<file path="src/rtl/core/bms_pkg.sv">
// ----------------------------------------------------------------------------
// bms_pkg
// Shared types and codes for the bounded multiset store: operation and
// status codes, controller states and the command/status bundles that run
// between the controller and the datapath.
// ----------------------------------------------------------------------------
package bms_pkg;

    localparam int unsigned IN_VALUE_W = 16;  // value / data_out port width
    localparam int unsigned RND_W      = 16;  // random word width
    localparam int unsigned IDX_W      = 6;   // slot_index width
    localparam int unsigned CNT_OUT_W  = 7;   // count port width

    typedef enum logic [2:0] {
        OP_INSERT = 3'd0,
        OP_REMOVE = 3'd1,
        OP_DRAW   = 3'd2,
        OP_QUERY  = 3'd3,
        OP_READ   = 3'd4
    } t_op;

    typedef enum logic [1:0] {
        ST_OK        = 2'd0,
        ST_FULL      = 2'd1,
        ST_EMPTY     = 2'd2,
        ST_NOT_FOUND = 2'd3
    } t_status;

    typedef enum logic [1:0] {
        RD_SCAN,
        RD_LAST,
        RD_REM,
        RD_IDX
    } t_rd_sel;

    typedef enum logic [1:0] {
        WR_INSERT,
        WR_MOVE,
        WR_MARK
    } t_wr_sel;

    typedef enum logic [1:0] {
        DSEL_ZERO,
        DSEL_RDATA,
        DSEL_HOLD
    } t_dsel;

    typedef enum logic [2:0] {
        S_IDLE,
        S_DISPATCH,
        S_SCAN,
        S_DIV,
        S_DRAW_GRAB,
        S_MOVE,
        S_MARK,
        S_READ_DONE
    } t_state;

    // controller -> datapath
    typedef struct packed {
        logic    load;
        logic    rd_en;
        t_rd_sel rd_sel;
        logic    wr_en;
        t_wr_sel wr_sel;
        logic    cnt_inc;
        logic    cnt_dec;
        logic    scan_start;
        logic    scan_step;
        logic    pos_from_hit;
        logic    pos_from_rem;
        logic    div_start;
        logic    hold_capture;
        logic    finish;
        t_status status;
        logic    found;
        t_dsel   data_sel;
    } t_cmd;

    // datapath -> controller
    typedef struct packed {
        t_op  op;
        logic empty;
        logic full;
        logic idx_ok;
        logic hit;
        logic scan_done;
        logic div_done;
    } t_stat;

endpackage

</file>
<file path="src/rtl/core/bms_modu.sv">
// ----------------------------------------------------------------------------
// bms_modu
// Iterative unsigned remainder: dividend mod divisor, one quotient bit per
// cycle (restoring). o_done pulses for one cycle when o_rem is valid.
// ----------------------------------------------------------------------------
module bms_modu #(
    parameter int unsigned DIV_W = 7
) (
    input  logic                               i_clk,
    input  logic                               i_rst_n,
    input  logic                               i_start,
    input  logic [bms_pkg::RND_W-1:0]          i_dividend,
    input  logic [DIV_W-1:0]                   i_divisor,
    output logic                               o_done,
    output logic [DIV_W-1:0]                   o_rem
);

    localparam int unsigned ITER_W = $clog2(bms_pkg::RND_W + 1);

    logic [DIV_W-1:0]          r_rem,   n_rem;
    logic [bms_pkg::RND_W-1:0] r_shift, n_shift;
    logic [ITER_W-1:0]         r_iter,  n_iter;
    logic                      r_run,   n_run;
    logic                      r_done,  n_done;
    logic [DIV_W:0]            trial;

    always_comb begin
        n_rem   = r_rem;
        n_shift = r_shift;
        n_iter  = r_iter;
        n_run   = r_run;
        n_done  = 1'b0;
        trial   = {r_rem, r_shift[bms_pkg::RND_W-1]};
        if (i_start) begin
            n_rem   = '0;
            n_shift = i_dividend;
            n_iter  = ITER_W'(bms_pkg::RND_W);
            n_run   = 1'b1;
        end else if (r_run) begin
            // partial remainder stays below the divisor, so one subtract is enough
            if (trial >= {1'b0, i_divisor}) begin
                n_rem = DIV_W'(trial - {1'b0, i_divisor});
            end else begin
                n_rem = trial[DIV_W-1:0];
            end
            n_shift = {r_shift[bms_pkg::RND_W-2:0], 1'b0};
            n_iter  = r_iter - 1'b1;
            if (r_iter == ITER_W'(1)) begin
                n_run  = 1'b0;
                n_done = 1'b1;
            end
        end
    end

    always_ff @(posedge i_clk) begin
        if (!i_rst_n) begin
            r_run  <= 1'b0;
            r_done <= 1'b0;
            r_iter <= '0;
        end else begin
            r_run  <= n_run;
            r_done <= n_done;
            r_iter <= n_iter;
        end
    end

    always_ff @(posedge i_clk) begin
        r_rem   <= n_rem;
        r_shift <= n_shift;
    end

    assign o_done = r_done;
    assign o_rem  = r_rem;

endmodule

</file>
<file path="src/rtl/core/bms_dpath.sv">
// ----------------------------------------------------------------------------
// bms_dpath
// Datapath: slot memory (one write, one registered read port), entry count,
// fill mark, scan pointer with compare stage, remainder unit and result regs.
// ----------------------------------------------------------------------------
module bms_dpath #(
    parameter int unsigned CAPACITY   = 64,
    parameter int unsigned VALUE_BITS = 16
) (
    input  logic                                  i_clk,
    input  logic                                  i_rst_n,
    input  bms_pkg::t_cmd                         i_cmd,
    output bms_pkg::t_stat                        o_stat,
    input  logic [2:0]                            i_op,
    input  logic signed [bms_pkg::IN_VALUE_W-1:0] i_value,
    input  logic [bms_pkg::RND_W-1:0]             i_random_word,
    input  logic [bms_pkg::IDX_W-1:0]             i_slot_index,
    output logic                                  o_valid,
    output logic [1:0]                            o_status,
    output logic                                  o_found,
    output logic signed [bms_pkg::IN_VALUE_W-1:0] o_data_out,
    output logic [bms_pkg::CNT_OUT_W-1:0]         o_count,
    output logic                                  o_is_empty
);

    localparam int unsigned CNT_W  = $clog2(CAPACITY + 1);
    localparam int unsigned ADDR_W = (CAPACITY > 1) ? $clog2(CAPACITY) : 1;
    localparam int unsigned CMP_W  = (CNT_W > bms_pkg::IDX_W) ? CNT_W : bms_pkg::IDX_W;
    localparam int unsigned OUT_W  = (CNT_W > bms_pkg::CNT_OUT_W) ? CNT_W : bms_pkg::CNT_OUT_W;

    logic signed [VALUE_BITS-1:0] mem [CAPACITY];

    // operation latch
    bms_pkg::t_op                r_op;
    logic signed [VALUE_BITS-1:0] r_value;
    logic [bms_pkg::RND_W-1:0]   r_rnd;
    logic [CMP_W-1:0]            r_idx;

    // bag state; r_hwm = highest count ever reached, slots at or above it are unwritten
    logic [CNT_W-1:0]            r_count;
    logic [CNT_W-1:0]            r_hwm;

    // scan pipeline
    logic [CNT_W-1:0]            r_scan_addr;
    logic                        r_cmp_valid;
    logic [ADDR_W-1:0]           r_cmp_idx;

    logic [ADDR_W-1:0]           r_pos;
    logic signed [VALUE_BITS-1:0] r_rdata;
    logic signed [VALUE_BITS-1:0] r_hold;

    // result regs
    logic                        r_valid;
    bms_pkg::t_status            r_res_status;
    logic                        r_res_found;
    logic signed [VALUE_BITS-1:0] r_res_data;

    logic [ADDR_W-1:0]           last_addr;
    logic [ADDR_W-1:0]           rd_addr;
    logic [ADDR_W-1:0]           wr_addr;
    logic signed [VALUE_BITS-1:0] wr_data;
    logic                        div_done;
    logic [CNT_W-1:0]            div_rem;
    logic [OUT_W-1:0]            count_ext;

    bms_modu #(
        .DIV_W (CNT_W)
    ) u_modu (
        .i_clk      (i_clk),
        .i_rst_n    (i_rst_n),
        .i_start    (i_cmd.div_start),
        .i_dividend (r_rnd),
        .i_divisor  (r_count),
        .o_done     (div_done),
        .o_rem      (div_rem)
    );

    assign last_addr = ADDR_W'(r_count - 1'b1);

    always_comb begin
        case (i_cmd.rd_sel)
            bms_pkg::RD_SCAN: rd_addr = r_scan_addr[ADDR_W-1:0];
            bms_pkg::RD_LAST: rd_addr = last_addr;
            bms_pkg::RD_REM:  rd_addr = div_rem[ADDR_W-1:0];
            default:          rd_addr = r_idx[ADDR_W-1:0];
        endcase
        case (i_cmd.wr_sel)
            bms_pkg::WR_INSERT: begin
                wr_addr = r_count[ADDR_W-1:0];
                wr_data = r_value;
            end
            bms_pkg::WR_MOVE: begin
                wr_addr = r_pos;
                wr_data = r_rdata;
            end
            default: begin
                wr_addr = last_addr;
                wr_data = '1;   // removal marker
            end
        endcase
    end

    always_ff @(posedge i_clk) begin
        if (i_cmd.wr_en) begin
            mem[wr_addr] <= wr_data;
        end
        if (i_cmd.rd_en) begin
            r_rdata <= mem[rd_addr];
        end
    end

    always_ff @(posedge i_clk) begin
        if (!i_rst_n) begin
            r_count     <= '0;
            r_hwm       <= '0;
            r_cmp_valid <= 1'b0;
            r_valid     <= 1'b0;
            r_op        <= bms_pkg::OP_INSERT;
        end else begin
            r_valid <= i_cmd.finish;
            if (i_cmd.load) begin
                r_op <= bms_pkg::t_op'(i_op);
            end
            if (i_cmd.cnt_inc) begin
                r_count <= r_count + 1'b1;
                if (r_count == r_hwm) begin
                    r_hwm <= r_hwm + 1'b1;
                end
            end else if (i_cmd.cnt_dec) begin
                r_count <= r_count - 1'b1;
            end
            if (i_cmd.scan_start) begin
                r_cmp_valid <= 1'b0;
            end else if (i_cmd.scan_step) begin
                r_cmp_valid <= (r_scan_addr < r_count);
            end
        end
    end

    always_ff @(posedge i_clk) begin
        if (i_cmd.load) begin
            r_value <= VALUE_BITS'(i_value);
            r_rnd   <= i_random_word;
            r_idx   <= CMP_W'(i_slot_index);
        end
        if (i_cmd.scan_start) begin
            r_scan_addr <= '0;
        end else if (i_cmd.scan_step) begin
            r_scan_addr <= r_scan_addr + 1'b1;
            r_cmp_idx   <= r_scan_addr[ADDR_W-1:0];
        end
        if (i_cmd.pos_from_hit) begin
            r_pos <= r_cmp_idx;
        end else if (i_cmd.pos_from_rem) begin
            r_pos <= div_rem[ADDR_W-1:0];
        end
        if (i_cmd.hold_capture) begin
            r_hold <= r_rdata;
        end
        if (i_cmd.finish) begin
            r_res_status <= i_cmd.status;
            r_res_found  <= i_cmd.found;
            case (i_cmd.data_sel)
                bms_pkg::DSEL_RDATA: r_res_data <= r_rdata;
                bms_pkg::DSEL_HOLD:  r_res_data <= r_hold;
                default:             r_res_data <= '0;
            endcase
        end
    end

    // the last stored entry is compared in the cycle the pointer reaches the count
    assign o_stat.op        = r_op;
    assign o_stat.empty     = (r_count == '0);
    assign o_stat.full      = (r_count >= CNT_W'(CAPACITY));
    assign o_stat.idx_ok    = (r_idx < CMP_W'(r_hwm));
    assign o_stat.hit       = r_cmp_valid && (r_rdata == r_value);
    assign o_stat.scan_done = (r_scan_addr >= r_count);
    assign o_stat.div_done  = div_done;

    assign count_ext  = OUT_W'(r_count);
    assign o_valid    = r_valid;
    assign o_status   = r_res_status;
    assign o_found    = r_res_found;
    assign o_data_out = bms_pkg::IN_VALUE_W'(r_res_data);
    assign o_count    = count_ext[bms_pkg::CNT_OUT_W-1:0];
    assign o_is_empty = (r_count == '0);

endmodule

</file>
<file path="src/rtl/core/bms_ctrl.sv">
// ----------------------------------------------------------------------------
// bms_ctrl
// Controller FSM: dispatches one operation at a time and sequences the scan,
// the remainder step and the swap-remove through command beats.
// ----------------------------------------------------------------------------
module bms_ctrl (
    input  logic           i_clk,
    input  logic           i_rst_n,
    input  logic           i_start,
    input  bms_pkg::t_stat i_stat,
    output bms_pkg::t_cmd  o_cmd,
    output logic           o_busy
);

    bms_pkg::t_state r_state, n_state;

    always_ff @(posedge i_clk) begin
        if (!i_rst_n) begin
            r_state <= bms_pkg::S_IDLE;
        end else begin
            r_state <= n_state;
        end
    end

    always_comb begin
        n_state = r_state;
        o_cmd   = '0;
        unique case (r_state)
            bms_pkg::S_IDLE: begin
                if (i_start) begin
                    o_cmd.load = 1'b1;
                    n_state    = bms_pkg::S_DISPATCH;
                end
            end
            bms_pkg::S_DISPATCH: begin
                n_state = bms_pkg::S_IDLE;
                unique case (i_stat.op) inside
                    bms_pkg::OP_INSERT: begin
                        o_cmd.finish = 1'b1;
                        if (i_stat.full) begin
                            o_cmd.status = bms_pkg::ST_FULL;
                        end else begin
                            o_cmd.wr_en   = 1'b1;
                            o_cmd.wr_sel  = bms_pkg::WR_INSERT;
                            o_cmd.cnt_inc = 1'b1;
                        end
                    end
                    bms_pkg::OP_REMOVE, bms_pkg::OP_QUERY: begin
                        if (i_stat.empty) begin
                            o_cmd.finish = 1'b1;
                            o_cmd.status = (i_stat.op == bms_pkg::OP_REMOVE) ?
                                           bms_pkg::ST_EMPTY : bms_pkg::ST_OK;
                        end else begin
                            o_cmd.scan_start = 1'b1;
                            n_state          = bms_pkg::S_SCAN;
                        end
                    end
                    bms_pkg::OP_DRAW: begin
                        if (i_stat.empty) begin
                            o_cmd.finish = 1'b1;
                            o_cmd.status = bms_pkg::ST_EMPTY;
                        end else begin
                            o_cmd.div_start = 1'b1;
                            n_state         = bms_pkg::S_DIV;
                        end
                    end
                    bms_pkg::OP_READ: begin
                        if (i_stat.idx_ok) begin
                            o_cmd.rd_en  = 1'b1;
                            o_cmd.rd_sel = bms_pkg::RD_IDX;
                            n_state      = bms_pkg::S_READ_DONE;
                        end else begin
                            // never-written slot (or beyond capacity) reads zero
                            o_cmd.finish = 1'b1;
                        end
                    end
                    default: begin
                        o_cmd.finish = 1'b1;
                    end
                endcase
            end
            bms_pkg::S_SCAN: begin
                if (i_stat.hit) begin
                    if (i_stat.op == bms_pkg::OP_REMOVE) begin
                        o_cmd.pos_from_hit = 1'b1;
                        o_cmd.rd_en        = 1'b1;
                        o_cmd.rd_sel       = bms_pkg::RD_LAST;
                        n_state            = bms_pkg::S_MOVE;
                    end else begin
                        o_cmd.finish = 1'b1;
                        o_cmd.found  = 1'b1;
                        n_state      = bms_pkg::S_IDLE;
                    end
                end else if (i_stat.scan_done) begin
                    o_cmd.finish = 1'b1;
                    o_cmd.status = (i_stat.op == bms_pkg::OP_REMOVE) ?
                                   bms_pkg::ST_NOT_FOUND : bms_pkg::ST_OK;
                    n_state      = bms_pkg::S_IDLE;
                end else begin
                    o_cmd.scan_step = 1'b1;
                    o_cmd.rd_en     = 1'b1;
                    o_cmd.rd_sel    = bms_pkg::RD_SCAN;
                end
            end
            bms_pkg::S_DIV: begin
                if (i_stat.div_done) begin
                    o_cmd.pos_from_rem = 1'b1;
                    o_cmd.rd_en        = 1'b1;
                    o_cmd.rd_sel       = bms_pkg::RD_REM;
                    n_state            = bms_pkg::S_DRAW_GRAB;
                end
            end
            bms_pkg::S_DRAW_GRAB: begin
                o_cmd.hold_capture = 1'b1;
                o_cmd.rd_en        = 1'b1;
                o_cmd.rd_sel       = bms_pkg::RD_LAST;
                n_state            = bms_pkg::S_MOVE;
            end
            bms_pkg::S_MOVE: begin
                o_cmd.wr_en  = 1'b1;
                o_cmd.wr_sel = bms_pkg::WR_MOVE;
                n_state      = bms_pkg::S_MARK;
            end
            bms_pkg::S_MARK: begin
                o_cmd.wr_en    = 1'b1;
                o_cmd.wr_sel   = bms_pkg::WR_MARK;
                o_cmd.cnt_dec  = 1'b1;
                o_cmd.finish   = 1'b1;
                o_cmd.data_sel = (i_stat.op == bms_pkg::OP_DRAW) ?
                                 bms_pkg::DSEL_HOLD : bms_pkg::DSEL_ZERO;
                n_state        = bms_pkg::S_IDLE;
            end
            bms_pkg::S_READ_DONE: begin
                o_cmd.finish   = 1'b1;
                o_cmd.data_sel = bms_pkg::DSEL_RDATA;
                n_state        = bms_pkg::S_IDLE;
            end
            default: begin
                n_state = bms_pkg::S_IDLE;
            end
        endcase
    end

    assign o_busy = (r_state != bms_pkg::S_IDLE);

endmodule

</file>
<file path="src/rtl/core/bounded_multiset_store.sv">
// ----------------------------------------------------------------------------
// bounded_multiset_store
// Fixed-capacity unordered bag of signed values with insert, swap-remove,
// random draw, membership query and slot read.
// ----------------------------------------------------------------------------
// Usage:
//   Command channel: drive op/value/random_word/slot_index with start high;
//   the beat is taken on a clock edge where start is high and busy is low.
//   busy stays high until the result has been issued.
//   Result channel: o_valid pulses for one cycle with status, found,
//   data_out, count and is_empty; the receiver cannot stall it, so it must
//   capture the beat in that cycle.
// Result path by operation (from accept to o_valid high):
//   insert, empty/full errors, unknown op,
//   read of a never-written slot          : finished in the dispatch state
//   read of a written slot                : dispatch, then the registered slot read
//   query, remove of an absent value      : set by the one-slot-per-cycle scan
//   remove of a present value             : scan plus the two swap writes
//   draw                                  : set by the 16-step remainder unit
//   A new command may be taken in the cycle o_valid is high.
// Reset (synchronous, active low) empties the bag; slots that were never
// written read as zero through a fill mark, so no clearing pass is needed.
// ----------------------------------------------------------------------------
module bounded_multiset_store #(
    parameter int unsigned CAPACITY   = 64,
    parameter int unsigned VALUE_BITS = 16
) (
    input  logic                                  i_clk,
    input  logic                                  i_rst_n,
    input  logic                                  start,
    output logic                                  busy,
    input  logic [2:0]                            i_op,
    input  logic signed [bms_pkg::IN_VALUE_W-1:0] i_value,
    input  logic [bms_pkg::RND_W-1:0]             i_random_word,
    input  logic [bms_pkg::IDX_W-1:0]             i_slot_index,
    output logic                                  o_valid,
    output logic [1:0]                            o_status,
    output logic                                  o_found,
    output logic signed [bms_pkg::IN_VALUE_W-1:0] o_data_out,
    output logic [bms_pkg::CNT_OUT_W-1:0]         o_count,
    output logic                                  o_is_empty
);

    bms_pkg::t_cmd  cmd;
    bms_pkg::t_stat stat;

    // controller: sequencing only, no payload
    bms_ctrl u_ctrl (
        .i_clk   (i_clk),
        .i_rst_n (i_rst_n),
        .i_start (start),
        .i_stat  (stat),
        .o_cmd   (cmd),
        .o_busy  (busy)
    );

    // datapath: slot memory, count, scan, remainder unit, result regs
    bms_dpath #(
        .CAPACITY   (CAPACITY),
        .VALUE_BITS (VALUE_BITS)
    ) u_dpath (
        .i_clk         (i_clk),
        .i_rst_n       (i_rst_n),
        .i_cmd         (cmd),
        .o_stat        (stat),
        .i_op          (i_op),
        .i_value       (i_value),
        .i_random_word (i_random_word),
        .i_slot_index  (i_slot_index),
        .o_valid       (o_valid),
        .o_status      (o_status),
        .o_found       (o_found),
        .o_data_out    (o_data_out),
        .o_count       (o_count),
        .o_is_empty    (o_is_empty)
    );

endmodule
</file>
<file path="config.mk">
export PLATFORM = sky130hd
export DESIGN_NAME = bounded_multiset_store
export DESIGN_NICKNAME = d
export VERILOG_FILES = /design/src/rtl/core/bms_pkg.sv /design/src/rtl/core/bms_modu.sv /design/src/rtl/core/bms_dpath.sv /design/src/rtl/core/bms_ctrl.sv /design/src/rtl/core/bounded_multiset_store.sv
export SDC_FILE = /design/constraint.sdc
export NUM_CORES = 1
export LEC_CHECK = 0
export ABC_AREA = 0
export BUFFER_PORTS_ARGS = -buffer_cell sky130_fd_sc_hd__buf_2
export CAP_MARGIN = 15
export CORE_ASPECT_RATIO = 1.2
export CORE_MARGIN = 5
export CORE_UTILIZATION = 41
export DETAILED_ROUTE_END_ITERATION = 8
export PLACE_DENSITY = 0.61
export RECOVER_POWER = 100
export SETUP_SLACK_MARGIN = 0.02
export SKIP_LAST_GASP = 1
export SYNTH_ARGS = -nofsm -noshare
export SYNTH_HDL_FRONTEND = slang
export SYNTH_SLANG_ARGS = --single-unit
</file>
<file path="constraint.sdc">
create_clock -name i_clk -period 9.8 [get_ports i_clk]
set_clock_uncertainty 0.15 [all_clocks]
set_input_delay 0.98 -clock i_clk [delete_from_list [all_inputs] [get_ports i_clk]]
set_output_delay 0.98 -clock i_clk [all_outputs]
set_load 0.01 [all_outputs]
</file>
==> impl_metrics.yaml <==
outcome:
  outcome: "finished, violations left"
  violations: "capacitance limit, slew limit"
worst_setup_path:
  ff2ff_path_depth: 13
  required_ns: 10.18
  r2r_end: "u_dpath.r_rdata[8]$_DFFE_PP_"
  crit_fanout: 123
  rrSetupSlack_ns: 2.09
  reg2reg_from: "u_dpath.r_rdata[2]$_DFFE_PP_"
  worstSetupStartpointType: "flop"
  arrival_ns: 8.09
  path_class: "reg -> reg"
  cp-end-kind: "flop"
logic_synthesis:
  ys_ff_latch: 1184
  synth_seq_area_share: 0.728
  ys_top_cells_by_area: "edfxtp_1 (71%), nand2_1 (6.7%), nand3_1 (2.4%)"
  synth_ff_type: "edfxtp_1"
  async_flop_share: 0
  netlist_area_sq_um: 48300
  synth_top_area_cell: "edfxtp_1"
  synth_top_area_frac: 0.710
  synthCells: 3607
  yosysUniqueCellTypes: 80
  synth.avg_cell_area_sq_um: 13.4
  yosysWarnings: 0
  syn_nets: 3680
  synth-edff-count: 1141
pwr:
  irDropWorstVdd_mv: 0.198
  power_mw: 14.1
  power_leakage_nw: 18.0
  power_density_nw_per_um2: 261
drt:
  drc: 0
  via_per_inst: 5.71
  drtPass1Iterations: 6
  wl_microns: 136000
  ant_nets: 0
  detail_route.wl_per_cell_microns: 25.6
  drtIter0Drc: 3227
  via_count: 30383
clocking:
  clockBufferDepth: 3
  holdBufCountCts: 0
  cts_tree: "built"
  cts_resized: 0
  htree_levels: 3
  clkSinkCount: 1184
  worstSkewPairLatency_ns: 0.72
  ctsRootBufferMaster: "clkbuf_16"
  clk_pin_slew_ns: 0.06
  cts_buffers: 112
  cts_setup_buffers: 0
placement:
  numPortBuffers: 72
  place_ws_ns: 3.28
  gp_congestion: 0.872
  placed_cells: 5112
  placed_area_sq_um: 50700
  dp_hpwl_microns: 80600
global_route:
  grt_pass1_wl_microns: 198000
  grt_max_degree: 143
  grt_pass1_vias: 28890
  antenna_found_initial: 2
  grt_usage: 0.214
  grt.overflow.total: 0
floorplan:
  die_area_sq_um: 125000
  fp.dieW_microns: 323
  die_h_microns: 386
  initial_core_util: 0.411
  core_area_sq_um: 117000
  ioPinCount: 73
  row_count: 138
sta:
  fmax_ghz: 0.130
  finalSetupViolCount: 0
  fin_ws_ns: 2.09
  max-slew-margin-rel: -1.54
  rsz0062_at_grt: "false"
  worst_slew_pin_slew_ns: 3.81
  min_period_ns: 7.71
  drv_slew: 1301
  finalSetupTns_ns: 0
  post-route-period-util: 0.787
  whs_ns: 0.282
  hold_viol_final: 0
min_path:
  min_from: "i_random_word[3]"
  whs_path_depth: 1
  hold_path_end: "u_dpath.r_rnd[3]$_DFFE_PP_"
  worstHoldPathType: "in -> reg"
cells_and_area:
  area_growth_pct: 11.6
  diodes: 0
  final_core_utilization: 0.459
  drive_above_1_share: 0.0788
  nets: 3760
  layout.cells.non_filler: 5320
  fin_area_sq_um: 53900
job:
  cap_violations: 27
## routing by layer
| layer | GRT usage | part of all wire |
|---|---|---|
| met2 | 0.350 | 0.48 |
| met4 | 0.107 | 0.056 |
| met1 | 0.278 | 0.39 |
| met5 | 0 | 0 |
| met3 | 0.0328 | 0.068 |
## report_power, final
| part | internal (mW) | switching, mW |
|---|---|---|
| clock network | 2.38 | 1.88 |
| logic | 1.07 | 2.64 |
| registers | 5.98 | 0.118 |
## how the worst max path moves through the flow
stage                                        start                            end  slack (ns)
floorplan           u_ctrl.r_state[0]$_SDFFE_PN0P_    u_dpath.mem[0][5]$_DFFE_PP_        5.14
detailed placement  u_ctrl.r_state[2]$_SDFFE_PN0P_  u_dpath.r_rdata[14]$_DFFE_PP_        3.28
global placement    u_ctrl.r_state[2]$_SDFFE_PN0P_  u_dpath.r_rdata[14]$_DFFE_PP_        3.41
CTS                 u_ctrl.r_state[2]$_SDFFE_PN0P_  u_dpath.r_rdata[14]$_DFFE_PP_        3.24
global route          u_dpath.r_rdata[2]$_DFFE_PP_   u_dpath.r_rdata[8]$_DFFE_PP_        1.55
finish                u_dpath.r_rdata[2]$_DFFE_PP_   u_dpath.r_rdata[8]$_DFFE_PP_        2.09
## registers in the layout, summed over array words and instances (netlist names)
register and flops:
u_dpath.u_modu.o_rem 7, u_dpath.r_hold 16, u_ctrl.r_state 3, u_dpath.u_modu.o_done 1, u_dpath.u_modu.r_run 1, u_dpath.r_value 16
u_dpath.o_data_out 16, u_dpath.r_hwm 7, u_dpath.r_op 3, u_dpath.r_rnd 16, u_dpath.r_idx 6, u_dpath.o_valid 1
u_dpath.r_rdata 16, u_dpath.u_modu.r_shift 16, u_dpath.r_cmp_valid 1, u_dpath.r_cmp_idx 6, u_dpath.r_scan_addr 7, u_dpath.u_modu.r_iter 5
u_dpath.o_status 2, u_dpath.o_count 7, u_dpath.mem 1024, u_dpath.o_found 1, u_dpath.r_pos 6
## kinds of logic after synthesis
group                      share of synthesized area
DFF                                            0.728
buffers and inverters                         0.0234
AOI/OAI and AO/OA                             0.0726
adders and majority gates                    0.00767
xor gates and xnor gates                     0.00835
muxes                                         0.0188
and+or+nand+nor                                0.142
## worst max-delay path, stage by stage (launching register included)
cell       delay, ns
edfxtp_1        0.44
xor2_1          0.19
nor4_1          0.59
and3_1          0.35
nand4_1         0.36
o31a_1          0.53
nand2_8         0.62
clkbuf_1        2.12
nand2_1         0.18
a32oi_1         0.35
o2bb2ai_1       0.25
nor4_1          0.81
o21ai_1         0.16
o211ai_1        0.20
## cells in the mapped netlist (23+ instances only)
cell type	number
nor2_1	139
nand3_1	233
buf_1	23
mux2i_1	74
buf_2	85
dfxtp_1	43
ha_1	28
a311oi_1	48
o21ai_1	26
a31oi_1	32
nand2_1	866
a211oi_1	46
a22oi_1	31
clkbuf_1	92
xnor2_1	26
inv_1	26
a21oi_1	85
and3_1	91
o21ai_0	41
nor3_1	33
edfxtp_1	1141
nand4_1	41
nor4_1	29
## cell usage in the layout (no fill, tap or decap), types with 12 or more instances in the layout
cell | synthesis | layout
nor4_2 | 6 | 14
or4_1 | 15 | 15
o2bb2ai_1 | 12 | 12
buf_2 | 85 | 24
a31oi_1 | 32 | 31
nor3_1 | 33 | 31
mux2i_1 | 74 | 74
clkinv_2 | 0 | 25
a21oi_1 | 85 | 85
nand4_1 | 41 | 42
a32oi_1 | 22 | 22
o21ai_1 | 26 | 25
a311oi_1 | 48 | 48
edfxtp_1 | 1141 | 1141
clkbuf_16 | 0 | 113
mux2_2 | 15 | 13
nor2b_1 | 12 | 12
clkinv_1 | 0 | 26
o21ai_0 | 41 | 41
a211oi_1 | 46 | 46
a21boi_0 | 13 | 13
a221o_1 | 15 | 15
o211ai_1 | 22 | 22
inv_1 | 26 | 26
ha_1 | 28 | 28
nor4_1 | 29 | 17
and3_1 | 91 | 91
xor2_1 | 20 | 20
nor2_1 | 139 | 138
nand3_1 | 233 | 229
xnor2_1 | 26 | 26
nand2_1 | 866 | 866
a22oi_1 | 31 | 31
a21o_1 | 13 | 13
dfxtp_1 | 43 | 43
clkbuf_1 | 92 | 147
a32o_1 | 15 | 15
buf_4 | 16 | 35
## layout make-up
class                           instances  area [sq um]
Clock buffer                          136          2910
Multi-Input combinational cell       2176         12200
Timing Repair Buffer                  187           928
Clock inverter                         71           649
Sequential cell                      1184         35100
Fill cell                           10389         63500
Inverter                               26          97.6
Tap cell                             1540          1930
Power figures use the tool's default switching activity.
